<file path="config.mk">
export PLATFORM = sky130hd
export DESIGN_NAME = audio_frame_mixer_with_meters
export DESIGN_NICKNAME = d
export VERILOG_FILES = /design/src/rtl/afm_pkg.sv /design/src/rtl/audio_frame_mixer_with_meters.sv
export SDC_FILE = /design/constraint.sdc
export NUM_CORES = 2
export LEC_CHECK = 0
export ABC_AREA = 0
export BUFFER_PORTS_ARGS = -buffer_cell sky130_fd_sc_hd__buf_4
export CAP_MARGIN = 10
export CORE_ASPECT_RATIO = 0.7
export CORE_MARGIN = 10
export CORE_UTILIZATION = 60
export DETAILED_ROUTE_END_ITERATION = 8
export PLACE_DENSITY = 0.89
export SKIP_CTS_REPAIR_TIMING = 1
export SKIP_LAST_GASP = 1
export SLEW_MARGIN = 20
export SYNTH_ARGS = -nofsm -noshare
export SYNTH_HDL_FRONTEND = slang
export SYNTH_SLANG_ARGS = --single-unit
</file>
<file path="constraint.sdc">
create_clock -name clock -period 12.1 [get_ports clock]
set_input_delay 0 -clock clock [delete_from_list [all_inputs] [get_ports clock]]
set_output_delay 0 -clock clock [all_outputs]
set_load 0.01 [all_outputs]
</file>
<file path="src/rtl/afm_pkg.sv">
// Shared types and constants for the audio frame mixer.
`default_nettype none

package afm_pkg;

   // sample and gain formats
   localparam int SAMPLE_BITS = 16;
   localparam int GAIN_BITS   = 16;
   localparam int GAIN_FRAC   = 12;
   localparam int PEAK_BITS   = 24;
   localparam int SAMPLE_MAX  = 2 ** (SAMPLE_BITS - 1) - 1;
   localparam logic [PEAK_BITS-1:0] PEAK_MAX = '1;
   localparam logic [GAIN_BITS-1:0] GAIN_UNITY = GAIN_BITS'(1 << GAIN_FRAC);

   // clip slots
   localparam int MAX_SLOTS          = 4;
   localparam int SLOT_W             = 2;
   localparam int CLIP_SLOTS_DEFAULT = 4;

   // datapath widths
   localparam int OP_B_W = GAIN_BITS + 1;
   localparam int ACC_W  = SAMPLE_BITS + 1 + GAIN_BITS + 1 + SLOT_W;
   localparam int PROD_W = ACC_W + OP_B_W;
   localparam int RND_W  = PROD_W - GAIN_FRAC;

   // stream field layout
   localparam int MIC_L_LSB       = 0;
   localparam int MIC_R_LSB       = MIC_L_LSB + SAMPLE_BITS;
   localparam int CLIP_LSB        = MIC_R_LSB + SAMPLE_BITS;
   localparam int CLIP_STRIDE     = 2 * SAMPLE_BITS;
   localparam int RESET_PEAKS_BIT = CLIP_LSB + MAX_SLOTS * CLIP_STRIDE;
   localparam int REQ_TDATA_W     = ((RESET_PEAKS_BIT + 1 + 7) / 8) * 8;
   localparam int REQ_TUSER_W     = 2;
   localparam int RSP_TDATA_W     = 3 * SAMPLE_BITS + 2 * PEAK_BITS;
   localparam int RSP_TUSER_W     = 1;

   // register port
   localparam int CSR_ADDR_W = 5;
   localparam int CSR_DATA_W = 32;

   // mic channel codes
   localparam logic [REQ_TUSER_W-1:0] MIC_NONE = 2'd0;
   localparam logic [REQ_TUSER_W-1:0] MIC_MONO = 2'd1;

   typedef enum logic [2:0] {
      REG_CLIP0_GAIN,
      REG_CLIP1_GAIN,
      REG_CLIP2_GAIN,
      REG_CLIP3_GAIN,
      REG_MIC_GAIN,
      REG_MASTER_GAIN,
      REG_PLAYBACK_MODE,
      REG_RECORD_ENABLE
   } reg_index_type;

   typedef enum logic [3:0] {
      ST_IDLE,
      ST_MIC,
      ST_CLIP_L,
      ST_CLIP_R,
      ST_DRAIN,
      ST_MASTER_L,
      ST_MASTER_R,
      ST_FLUSH1,
      ST_FLUSH2,
      ST_EMIT
   } state_type;

   // what a product in flight is for
   typedef enum logic [2:0] {
      TAG_NONE,
      TAG_MIC,
      TAG_ACC_L,
      TAG_ACC_R,
      TAG_OUT_L,
      TAG_OUT_R
   } tag_type;

   // rounding shift choices
   typedef enum logic [1:0] {
      SH_G,
      SH_G1,
      SH_2G,
      SH_2G1
   } shift_type;

   typedef struct packed {
      logic    req_ready;
      tag_type issue;
      logic    slot_next;
      logic    emit;
   } ctrl_type;

endpackage

`default_nettype wire

</file>
<file path="src/rtl/audio_frame_mixer_with_meters.sv">
// Audio frame mixer: clip mix, master gain, limiter, mic gain and peak meters.
//
// Input stream (req_*): one audio frame per transfer; mic pair, one stereo
// sample per clip slot and a peak clear flag. Result stream (rsp_*): mixed
// stereo output, recording sample with its valid flag, and both held peaks.
// The user must write gains and modes through the csr_* register port only
// while idle; the block itself does not enforce this.
//
// All products come from one shared multiplier, one per cycle, under a small
// sequencer: mic (when a mic is present), then every clip slot (two products
// per slot in stereo, one in mono), then a drain state, then master gain per
// output channel in stereo and once in mono, then flush states for rounding
// and metering. req_tready is high only while the sequencer is idle. A finished
// result sits in the output register; the next frame is accepted and worked
// on, and only waits at the end while the previous result is stalled by
// rsp_tready. Reset loads the default gains, clears modes and both held
// peaks, and drops rsp_tvalid.
`default_nettype none

module audio_frame_mixer_with_meters import afm_pkg::*; #(
   parameter int CLIP_SLOTS = CLIP_SLOTS_DEFAULT
) (
   input  wire                    clock,
   input  wire                    reset,
   // mic_left, mic_right, clip0_left, clip0_right, ... clip3_right, reset_peaks
   input  wire [REQ_TDATA_W-1:0]  req_tdata,
   // mic_channels
   input  wire [REQ_TUSER_W-1:0]  req_tuser,
   input  wire                    req_tvalid,
   output logic                   req_tready,
   // out_left, out_right, rec_sample, mic_peak, master_peak
   output logic [RSP_TDATA_W-1:0] rsp_tdata,
   // rec_valid
   output logic [RSP_TUSER_W-1:0] rsp_tuser,
   output logic                   rsp_tvalid,
   input  wire                    rsp_tready,
   input  wire                    csr_psel,
   input  wire                    csr_penable,
   input  wire                    csr_pwrite,
   input  wire [CSR_ADDR_W-1:0]   csr_paddr,
   input  wire [CSR_DATA_W-1:0]   csr_pwdata,
   output logic [CSR_DATA_W-1:0]  csr_prdata,
   output logic                   csr_pready
);

   localparam logic signed [RND_W-1:0] OUT_HI = RND_W'(SAMPLE_MAX);
   localparam logic signed [RND_W-1:0] OUT_LO = RND_W'(-SAMPLE_MAX - 1);
   localparam logic signed [RND_W-1:0] REC_LO = RND_W'(-SAMPLE_MAX);

   // configuration
   logic [GAIN_BITS-1:0] gain_ff [MAX_SLOTS];
   logic [GAIN_BITS-1:0] gain_in [MAX_SLOTS];
   logic [GAIN_BITS-1:0] mic_gain_ff, mic_gain_in;
   logic [GAIN_BITS-1:0] master_gain_ff, master_gain_in;
   logic                 mode_ff, mode_in;
   logic                 rec_en_ff, rec_en_in;

   // sequencer
   state_type            state_ff, state_in;
   ctrl_type             ctrl;
   logic [SLOT_W-1:0]    slot_ff, slot_in;
   logic                 last_slot;

   // captured frame
   logic signed [SAMPLE_BITS-1:0] mic_l_ff, mic_l_in, mic_r_ff, mic_r_in;
   logic [REQ_TUSER_W-1:0]        chans_ff, chans_in;
   logic signed [SAMPLE_BITS-1:0] clip_l_ff [MAX_SLOTS];
   logic signed [SAMPLE_BITS-1:0] clip_l_in [MAX_SLOTS];
   logic signed [SAMPLE_BITS-1:0] clip_r_ff [MAX_SLOTS];
   logic signed [SAMPLE_BITS-1:0] clip_r_in [MAX_SLOTS];

   // shared multiplier and pipeline
   logic signed [SAMPLE_BITS:0]   mic_sum, clip_l_x, clip_r_x, clip_sum;
   logic signed [ACC_W-1:0]       op_a;
   logic signed [OP_B_W-1:0]      op_b;
   logic signed [PROD_W-1:0]      prod_ff, prod_in;
   tag_type                       prod_tag_ff, prod_tag_in;
   logic signed [ACC_W-1:0]       acc_l_ff, acc_l_in, acc_r_ff, acc_r_in;

   // rounding stage
   shift_type                     sh_sel;
   logic signed [PROD_W-1:0]      half, neg_adj, biased, shifted;
   logic signed [RND_W-1:0]       rnd_ff, rnd_in;
   tag_type                       rnd_tag_ff, rnd_tag_in;

   // metering and limiting stage
   logic [RND_W-1:0]              rnd_mag;
   logic [PEAK_BITS-1:0]          rnd_peak;
   logic signed [SAMPLE_BITS-1:0] out_clamp, rec_clamp;
   logic [PEAK_BITS-1:0]          mic_peak_ff, mic_peak_in;
   logic [PEAK_BITS-1:0]          master_peak_ff, master_peak_in;
   logic signed [SAMPLE_BITS-1:0] out_l_ff, out_l_in, out_r_ff, out_r_in;
   logic signed [SAMPLE_BITS-1:0] rec_ff, rec_in;
   logic                          rec_valid_ff, rec_valid_in;

   // output register
   logic                   rsp_tvalid_ff, rsp_tvalid_in;
   logic [RSP_TDATA_W-1:0] rsp_tdata_ff, rsp_tdata_in;
   logic [RSP_TUSER_W-1:0] rsp_tuser_ff, rsp_tuser_in;

   logic          req_accept, csr_wr;
   reg_index_type csr_index;

   assign last_slot  = (slot_ff == SLOT_W'(CLIP_SLOTS - 1));
   assign req_accept = req_tvalid & ctrl.req_ready;
   assign csr_index  = reg_index_type'(csr_paddr[CSR_ADDR_W-1:2]);
   assign csr_wr     = csr_psel & csr_penable & csr_pwrite & csr_pready;

   assign req_tready = ctrl.req_ready;
   assign rsp_tvalid = rsp_tvalid_ff;
   assign rsp_tdata  = rsp_tdata_ff;
   assign rsp_tuser  = rsp_tuser_ff;
   assign csr_pready = 1'b1;

   // ---------------------------------------------------------------- sequencer
   always_comb begin
      state_in = state_ff;
      case (state_ff)
         ST_IDLE:     if (req_tvalid) state_in = ST_MIC;
         ST_MIC:      state_in = ST_CLIP_L;
         ST_CLIP_L: begin
            if (!mode_ff) state_in = ST_CLIP_R;
            else if (last_slot) state_in = ST_DRAIN;
         end
         ST_CLIP_R:   state_in = last_slot ? ST_DRAIN : ST_CLIP_L;
         ST_DRAIN:    state_in = ST_MASTER_L;
         ST_MASTER_L: state_in = mode_ff ? ST_FLUSH1 : ST_MASTER_R;
         ST_MASTER_R: state_in = ST_FLUSH1;
         ST_FLUSH1:   state_in = ST_FLUSH2;
         ST_FLUSH2:   state_in = ST_EMIT;
         ST_EMIT:     if (ctrl.emit) state_in = ST_IDLE;
         default:     state_in = ST_IDLE;
      endcase
   end

   always_comb begin
      ctrl = '{req_ready: 1'b0, issue: TAG_NONE, slot_next: 1'b0, emit: 1'b0};
      case (state_ff)
         ST_IDLE:     ctrl.req_ready = 1'b1;
         ST_MIC:      if (chans_ff != MIC_NONE) ctrl.issue = TAG_MIC;
         ST_CLIP_L: begin
            ctrl.issue     = TAG_ACC_L;
            ctrl.slot_next = mode_ff & ~last_slot;
         end
         ST_CLIP_R: begin
            ctrl.issue     = TAG_ACC_R;
            ctrl.slot_next = ~last_slot;
         end
         ST_MASTER_L: ctrl.issue = TAG_OUT_L;
         ST_MASTER_R: ctrl.issue = TAG_OUT_R;
         ST_EMIT:     ctrl.emit  = ~rsp_tvalid_ff | rsp_tready;
         default:     ;
      endcase
   end

   // ---------------------------------------------------------------- operands
   always_comb begin
      mic_sum  = {mic_l_ff[SAMPLE_BITS-1], mic_l_ff} +
                 ((chans_ff == MIC_MONO) ? '0 : {mic_r_ff[SAMPLE_BITS-1], mic_r_ff});
      clip_l_x = {clip_l_ff[slot_ff][SAMPLE_BITS-1], clip_l_ff[slot_ff]};
      clip_r_x = {clip_r_ff[slot_ff][SAMPLE_BITS-1], clip_r_ff[slot_ff]};
      clip_sum = clip_l_x + (mode_ff ? clip_r_x : '0);
      op_a = '0;
      op_b = '0;
      case (ctrl.issue)
         TAG_MIC: begin
            op_a = ACC_W'(mic_sum);
            op_b = {1'b0, mic_gain_ff};
         end
         TAG_ACC_L: begin
            op_a = ACC_W'(clip_sum);
            op_b = {1'b0, gain_ff[slot_ff]};
         end
         TAG_ACC_R: begin
            op_a = ACC_W'(clip_r_x);
            op_b = {1'b0, gain_ff[slot_ff]};
         end
         TAG_OUT_L: begin
            op_a = acc_l_ff;
            op_b = {1'b0, master_gain_ff};
         end
         TAG_OUT_R: begin
            op_a = acc_r_ff;
            op_b = {1'b0, master_gain_ff};
         end
         default: ;
      endcase
      prod_in = op_a * op_b;
   end

   // ---------------------------------------------------------------- rounding
   // round half away from zero: (v + half - (v < 0)) >>> shift
   always_comb begin
      sh_sel = SH_G;
      case (prod_tag_ff)
         TAG_MIC:              sh_sel = (chans_ff == MIC_MONO) ? SH_G : SH_G1;
         TAG_OUT_L, TAG_OUT_R: sh_sel = mode_ff ? SH_2G1 : SH_2G;
         default:              sh_sel = SH_G;
      endcase
      case (sh_sel)
         SH_G:    half = PROD_W'(1) << (GAIN_FRAC - 1);
         SH_G1:   half = PROD_W'(1) << GAIN_FRAC;
         SH_2G:   half = PROD_W'(1) << (2 * GAIN_FRAC - 1);
         SH_2G1:  half = PROD_W'(1) << (2 * GAIN_FRAC);
         default: half = '0;
      endcase
      neg_adj = prod_ff[PROD_W-1] ? '1 : '0;
      biased  = prod_ff + half + neg_adj;
      case (sh_sel)
         SH_G:    shifted = biased >>> GAIN_FRAC;
         SH_G1:   shifted = biased >>> (GAIN_FRAC + 1);
         SH_2G:   shifted = biased >>> (2 * GAIN_FRAC);
         SH_2G1:  shifted = biased >>> (2 * GAIN_FRAC + 1);
         default: shifted = biased;
      endcase
      rnd_in = shifted[RND_W-1:0];
      case (prod_tag_ff)
         TAG_MIC, TAG_OUT_L, TAG_OUT_R: rnd_tag_in = prod_tag_ff;
         default:                       rnd_tag_in = TAG_NONE;
      endcase
   end

   // ---------------------------------------------------------------- metering
   always_comb begin
      rnd_mag  = rnd_ff[RND_W-1] ? RND_W'(-rnd_ff) : rnd_ff;
      rnd_peak = (|rnd_mag[RND_W-1:PEAK_BITS]) ? PEAK_MAX : rnd_mag[PEAK_BITS-1:0];
      if (rnd_ff > OUT_HI)      out_clamp = OUT_HI[SAMPLE_BITS-1:0];
      else if (rnd_ff < OUT_LO) out_clamp = OUT_LO[SAMPLE_BITS-1:0];
      else                      out_clamp = rnd_ff[SAMPLE_BITS-1:0];
      if (rnd_ff > OUT_HI)      rec_clamp = OUT_HI[SAMPLE_BITS-1:0];
      else if (rnd_ff < REC_LO) rec_clamp = REC_LO[SAMPLE_BITS-1:0];
      else                      rec_clamp = rnd_ff[SAMPLE_BITS-1:0];
   end

   // ---------------------------------------------------------------- next values
   always_comb begin
      gain_in        = gain_ff;
      mic_gain_in    = mic_gain_ff;
      master_gain_in = master_gain_ff;
      mode_in        = mode_ff;
      rec_en_in      = rec_en_ff;
      slot_in        = slot_ff;
      mic_l_in       = mic_l_ff;
      mic_r_in       = mic_r_ff;
      chans_in       = chans_ff;
      clip_l_in      = clip_l_ff;
      clip_r_in      = clip_r_ff;
      acc_l_in       = acc_l_ff;
      acc_r_in       = acc_r_ff;
      mic_peak_in    = mic_peak_ff;
      master_peak_in = master_peak_ff;
      out_l_in       = out_l_ff;
      out_r_in       = out_r_ff;
      rec_in         = rec_ff;
      rec_valid_in   = rec_valid_ff;
      prod_tag_in    = ctrl.issue;

      if (csr_wr) begin
         case (csr_index)
            REG_CLIP0_GAIN:    gain_in[0]     = csr_pwdata[GAIN_BITS-1:0];
            REG_CLIP1_GAIN:    gain_in[1]     = csr_pwdata[GAIN_BITS-1:0];
            REG_CLIP2_GAIN:    gain_in[2]     = csr_pwdata[GAIN_BITS-1:0];
            REG_CLIP3_GAIN:    gain_in[3]     = csr_pwdata[GAIN_BITS-1:0];
            REG_MIC_GAIN:      mic_gain_in    = csr_pwdata[GAIN_BITS-1:0];
            REG_MASTER_GAIN:   master_gain_in = csr_pwdata[GAIN_BITS-1:0];
            REG_PLAYBACK_MODE: mode_in        = csr_pwdata[0];
            REG_RECORD_ENABLE: rec_en_in      = csr_pwdata[0];
            default:           ;
         endcase
      end

      if (req_accept) begin
         mic_l_in = req_tdata[MIC_L_LSB +: SAMPLE_BITS];
         mic_r_in = req_tdata[MIC_R_LSB +: SAMPLE_BITS];
         chans_in = req_tuser;
         for (int k = 0; k < MAX_SLOTS; k++) begin
            clip_l_in[k] = req_tdata[CLIP_LSB + k * CLIP_STRIDE +: SAMPLE_BITS];
            clip_r_in[k] = req_tdata[CLIP_LSB + k * CLIP_STRIDE + SAMPLE_BITS +: SAMPLE_BITS];
         end
         slot_in      = '0;
         acc_l_in     = '0;
         acc_r_in     = '0;
         rec_in       = '0;
         rec_valid_in = rec_en_ff & (req_tuser != MIC_NONE);
         if (req_tdata[RESET_PEAKS_BIT]) begin
            mic_peak_in    = '0;
            master_peak_in = '0;
         end
      end else if (ctrl.slot_next) begin
         slot_in = slot_ff + SLOT_W'(1);
      end

      case (prod_tag_ff)
         TAG_ACC_L: acc_l_in = acc_l_ff + $signed(prod_ff[ACC_W-1:0]);
         TAG_ACC_R: acc_r_in = acc_r_ff + $signed(prod_ff[ACC_W-1:0]);
         default:   ;
      endcase

      case (rnd_tag_ff)
         TAG_MIC: begin
            if (rnd_peak > mic_peak_ff) mic_peak_in = rnd_peak;
            if (rec_valid_ff) rec_in = rec_clamp;
         end
         TAG_OUT_L: begin
            if (rnd_peak > master_peak_ff) master_peak_in = rnd_peak;
            out_l_in = out_clamp;
            if (mode_ff) out_r_in = out_clamp;
         end
         TAG_OUT_R: begin
            if (rnd_peak > master_peak_ff) master_peak_in = rnd_peak;
            out_r_in = out_clamp;
         end
         default: ;
      endcase

      rsp_tvalid_in = ctrl.emit | (rsp_tvalid_ff & ~rsp_tready);
      rsp_tdata_in  = rsp_tdata_ff;
      rsp_tuser_in  = rsp_tuser_ff;
      if (ctrl.emit) begin
         rsp_tdata_in = {master_peak_ff, mic_peak_ff, rec_ff, out_r_ff, out_l_ff};
         rsp_tuser_in = rec_valid_ff;
      end
   end

   // register read
   always_comb begin
      case (csr_index)
         REG_CLIP0_GAIN:    csr_prdata = CSR_DATA_W'(gain_ff[0]);
         REG_CLIP1_GAIN:    csr_prdata = CSR_DATA_W'(gain_ff[1]);
         REG_CLIP2_GAIN:    csr_prdata = CSR_DATA_W'(gain_ff[2]);
         REG_CLIP3_GAIN:    csr_prdata = CSR_DATA_W'(gain_ff[3]);
         REG_MIC_GAIN:      csr_prdata = CSR_DATA_W'(mic_gain_ff);
         REG_MASTER_GAIN:   csr_prdata = CSR_DATA_W'(master_gain_ff);
         REG_PLAYBACK_MODE: csr_prdata = CSR_DATA_W'(mode_ff);
         REG_RECORD_ENABLE: csr_prdata = CSR_DATA_W'(rec_en_ff);
         default:           csr_prdata = '0;
      endcase
   end

   // ---------------------------------------------------------------- registers
   always_ff @(posedge clock) begin
      if (reset) begin
         for (int k = 0; k < MAX_SLOTS; k++) gain_ff[k] <= GAIN_UNITY;
         mic_gain_ff    <= GAIN_UNITY;
         master_gain_ff <= GAIN_UNITY;
         mode_ff        <= 1'b0;
         rec_en_ff      <= 1'b0;
         state_ff       <= ST_IDLE;
         slot_ff        <= '0;
         prod_tag_ff    <= TAG_NONE;
         rnd_tag_ff     <= TAG_NONE;
         mic_peak_ff    <= '0;
         master_peak_ff <= '0;
         rsp_tvalid_ff  <= 1'b0;
      end else begin
         gain_ff        <= gain_in;
         mic_gain_ff    <= mic_gain_in;
         master_gain_ff <= master_gain_in;
         mode_ff        <= mode_in;
         rec_en_ff      <= rec_en_in;
         state_ff       <= state_in;
         slot_ff        <= slot_in;
         prod_tag_ff    <= prod_tag_in;
         rnd_tag_ff     <= rnd_tag_in;
         mic_peak_ff    <= mic_peak_in;
         master_peak_ff <= master_peak_in;
         rsp_tvalid_ff  <= rsp_tvalid_in;
      end
   end

   always_ff @(posedge clock) begin
      mic_l_ff     <= mic_l_in;
      mic_r_ff     <= mic_r_in;
      chans_ff     <= chans_in;
      clip_l_ff    <= clip_l_in;
      clip_r_ff    <= clip_r_in;
      prod_ff      <= prod_in;
      acc_l_ff     <= acc_l_in;
      acc_r_ff     <= acc_r_in;
      rnd_ff       <= rnd_in;
      out_l_ff     <= out_l_in;
      out_r_ff     <= out_r_in;
      rec_ff       <= rec_in;
      rec_valid_ff <= rec_valid_in;
      rsp_tdata_ff <= rsp_tdata_in;
      rsp_tuser_ff <= rsp_tuser_in;
   end

endmodule

`default_nettype wire

</file>
==> results.md <==
Clock network:
- The root cell of the clock tree is clkbuf_16.
- The clock-pin slew of the registers on the worst-case setup and hold paths is 0.09 ns.
- The later-pin clock latency in the skew report is 0.71 ns.
- The clock drives 633 sinks.
- The clock passes through at most 3 buffers.
- CTS built an H-tree with a depth of 2.
- The number of buffers created by CTS is 59.
- The clock tree from TritonCTS is yes.

Yosys:
- Counting flops with a built-in enable in the synthesized netlist gives 364.
- fa_1 takes more of the synthesized area than any other cell.
- After Yosys synthesis, full adders, half adders and majority gates account for 29.2% of the synthesized area.
- Of the synthesized area, sequential elements account for 30.3%.
- By count the netlist is led by inv_1 (776), nand2_1 (750), fa_1 (553).
- The mux share of post-synthesis cell area is 2.92%.
- During synthesis, Yosys emitted a total of 0 warnings.
- The most frequently used flop master after synthesis is edfxtp_1.
- Each instance of the synthesized netlist takes up on average 9.65 um^2.
- The proportion of register bits with asynchronous set or reset after synthesis is 0%.
- The number of different library cells in the post-synthesis netlist is 96.
- The mapped cell area is 53,900 um^2.
- Of the total synthesized cell area, the portion taken by XOR and XNOR cells is 3.17%.
- By area, the combinational part of the netlist is dominated by adder cells.
- Summing the areas of all compound-gate instances in the mapped netlist gives 12.7% of the synthesized area.
- The synthesized design devotes to its leading area cell type 20.5% of total area.
- Among all cell types in the netlist, the one instantiated most often is inv_1.
- Ranked by total cell area, the synthesized netlist is headed by fa_1 (21%), edfxtp_1 (20%), dfxtp_1 (10%), ha_1 (8.7%), inv_1 (5.4%).
- The synthesized design contains 633 register bits.
- Of the total synthesized cell area, the portion taken by AND, OR, NAND and NOR gates is 14.3%.
- In the synthesized netlist, the number of instances is 5,585.

Placed design:
- Once placement completed, the tool counted placed cells totaling 6,905.
- The placed wire-length estimate after detailed placement is 123 mm.
- At the placement stage, the worst setup path has a slack of 0.614 ns.
- During placement, the flow inserted port buffers numbering 303.
- The standard cell area after detailed placement is 57,400 um^2.
- The final weighted congestion in routability-driven placement is 1.02.

Cells and area:
- The cell area after layout is 61,300 um^2.
- Relative to the synthesized area, the layout overhead comes to 13.7%.
- The count of nets after finishing is 7,128.
- The core utilization of the finished layout is 69.2%.
- Cells with a size suffix above 1 make up 11.4% of the layout.
- The number of standard cells in the final layout excluding fillers is 7,206.

Critical path:
- In this design, the stage delay of the slowest critical-path cell is 0.61 ns.
- The type of origin of the critical path is a register.
- The largest fanout of any net on the critical path is 24.
- The critical path class is register to register.
- For flop-to-flop paths, the worst setup slack is -0.29 ns.
- Together, buffers and inverters on the worst path number 4.
- The cell type with the highest occurrence count on the critical path is fa_1.
- In this run the critical register-to-register path is launched from slot_ff[1].
- The cell count of the worst reg-to-reg path is 36.
- The capturing point of the worst reg2reg path is prod_ff[51].
- The signal arrival time at the worst endpoint is 12.93 ns.
- The data required time at the worst endpoint is 12.64 ns.
- In this design, the largest share of critical-path delay is due to compound AO/OA/AOI/OAI gates.
- The worst setup path is captured at a register.
- The slowest stage cell on the critical path is a211oi_1.

Floorplan:
- The floorplan step defined a die boundary enclosing 102,000 um^2.
- The chip width is 378 um.
- The die height is 271 um.
- The initial core utilization is 60.9%.
- Pin placement for this block handled 346 I/O pins.
- In this run the core area contains 91 standard-cell rows.
- The area of the placeable core is 88,600 um^2.

Timing:
- Static timing analysis puts the maximum clock frequency at 80.7 MHz.
- The worst-case clock skew is 0.102 ns.
- At the pin with the least slew margin, the transition time is 1.24 ns.
- The final critical delay including setup and external delays is 12.39 ns.
- The number of failing hold endpoints at the final stage came to 3.
- The remaining max-slew budget at the tightest pin is 17.3%.
- The final worst hold slack is -0.0471 ns.
- After routing, the total negative slack on setup checks comes to -0.903 ns.
- The count of pins over their slew limit is 0.
- The worst path uses 102% of the clock period.
- The setup violation total in the final timing report is 6.
- The setup slack after layout is -0.288 ns.

GRT:
- Entering global routing, the biggest net connects 102 pins.
- The number of antenna violations at the first check in global routing is 18.
- Global routing finished with a remaining overflow of 0.
- Across every metal layer, demand over resource in global routing totals 31.0%.
- The global-route wire length before repair is 251 mm.
- The via count of the first global-routing pass was 44,300.

Min path:
- The startpoint identified for the worst hold timing path is csr_penable.
- The classification of the worst-slack hold path is primary input to register.
- The endpoint of the worst hold-timing path is mode_ff.
- The worst hold path cell count is 5.

Power and ir drop:
- The ratio of total power to cell area is 114 nW/um^2.
- Summed over all cells, the static leakage comes to 26.7 nW.
- The worst-case IR drop observed on VDD is 0.143 mV.

Routing:
- The DRC violation count after routing is 166.
- The post-detailed-routing wire length is 184 mm.
- The count of vias placed by the detailed router is 46,800.
- The antenna violation net count after detailed routing is 0.
- The wire length per cell after detailed routing is 25.6 um.
- The starting DRC count in detailed routing is 7,966.
- Using the TritonRoute via totals, the vias-per-cell ratio works out to 6.49.
- For this run, the detailed router's first-pass iteration total came to 9.

Status:
- The checks that failed: DRC, hold timing, setup timing.
- The flow ran to the end, but the final reports show violations.

Job:
- The tool flagged a number of max-cap violations equal to 0.
==> state kept, by name (all words and copies together), names as in the netlist, 36 cells and up <==
| name | cells |
|---|---|
| acc_l_ff | 36 |
| acc_r_ff | 36 |
| clip_l_ff | 64 |
| clip_r_ff | 64 |
| gain_ff | 64 |
| prod_ff | 53 |
| rnd_ff | 41 |
| rsp_tdata | 96 |
==> worst max path at each step <==
| stage | depth (start not counted) | end | start | slack [ns] |
|---|---|---|---|---|
| final | 36 | prod_ff[51] | slot_ff[1] | -0.29 |
| after CTS | 39 | prod_ff[48] | slot_ff[0] | 0.44 |
| after global routing | 41 | prod_ff[48] | chans_ff[1] | -0.65 |
| after floorplan | 39 | prod_ff[46] | slot_ff[0] | 0.94 |
| after detailed placement | 39 | prod_ff[48] | slot_ff[0] | 0.61 |
| after global placement | 37 | prod_ff[48] | slot_ff[0] | 0.86 |
==> area by class of cell <==
class / instances / area (um^2)
antenna: 7 / 17.5
multi-input combinational: 3931 / 33800
clock inverter: 45 / 458
tap: 1162 / 1450
fill: 5950 / 27300
inverter: 778 / 2930
clock buffer: 67 / 1540
timing repair buffer: 583 / 4830
sequential: 633 / 16300
==> logic make-up (layout without fill, tap and decap cells) <==
family	count (synthesis)	in the layout
simple gates	1666	1666
buf+inv	1037	1473
compound gates	1032	1032
fa+ha+maj	928	928
flops	633	633
xor+xnor	195	195
mux	92	92
other cells	2	25
==> per-stage QoR <==
step                power (mW)  hold slack (ns)
floorplan                 4.04           0.0989
global placement          4.65            0.178
detailed placement        4.73            0.179
CTS                       6.67           -0.521
global route              7.17          0.00736
finish                    6.97          -0.0471
==> worst min-delay path, cell delays in order <==
cell     delay (ns)
buf_4          0.11
nand4_1        0.26
nor2_1         0.08
nand2_1        0.06
a21oi_1        0.05
==> cell usage in the layout, fill, tap and decap left out, types with 18 or more instances in the layout <==
master	count
o21a_1	38
nand3_1	79
dfxtp_1	266
nor3_1	51
a21oi_1	373
a22oi_1	40
nand2b_1	52
a21o_1	101
nand4_1	43
inv_1	775
nand2_4	20
mux4_2	50
o21bai_1	29
and2_1	57
buf_4	401
a221oi_1	27
fa_1	553
o211ai_1	21
a31oi_1	21
nor2_1	399
a221o_1	32
xor2_1	85
and3_1	29
nand2_1	743
dlygate4sd3_1	182
or3_1	21
nor2b_1	42
nand2b_2	18
xnor2_1	110
edfxtp_1	364
a222oi_1	21
mux2_2	23
clkbuf_16	60
o221ai_1	24
nand3b_1	36
mux2i_1	19
conb_1	18
ha_1	375
o21ai_0	132
==> report_power, final <==
part           total, mW  switching (mW)  leakage, nW  internal (mW)
Combinational       2.24            1.45         20.2          0.791
Sequential          2.71           0.247         5.61           2.46
Clock               2.02           0.987        0.924           1.04
Total               6.97            2.68         26.7           4.29
==> metal layers <==
metal | track usage (%) | vias to the layer above | wire length (um)
met5 | 0 | - | 162
met3 | 13.5 | 1007 | 32300
met1 | 40.4 | 22100 | 62200
met4 | 9.66 | 22 | 11900
li1 | - | 19600 | -
met2 | 46.3 | 4072 | 77600
No activity file was read; power rests on OpenSTA's default activity.
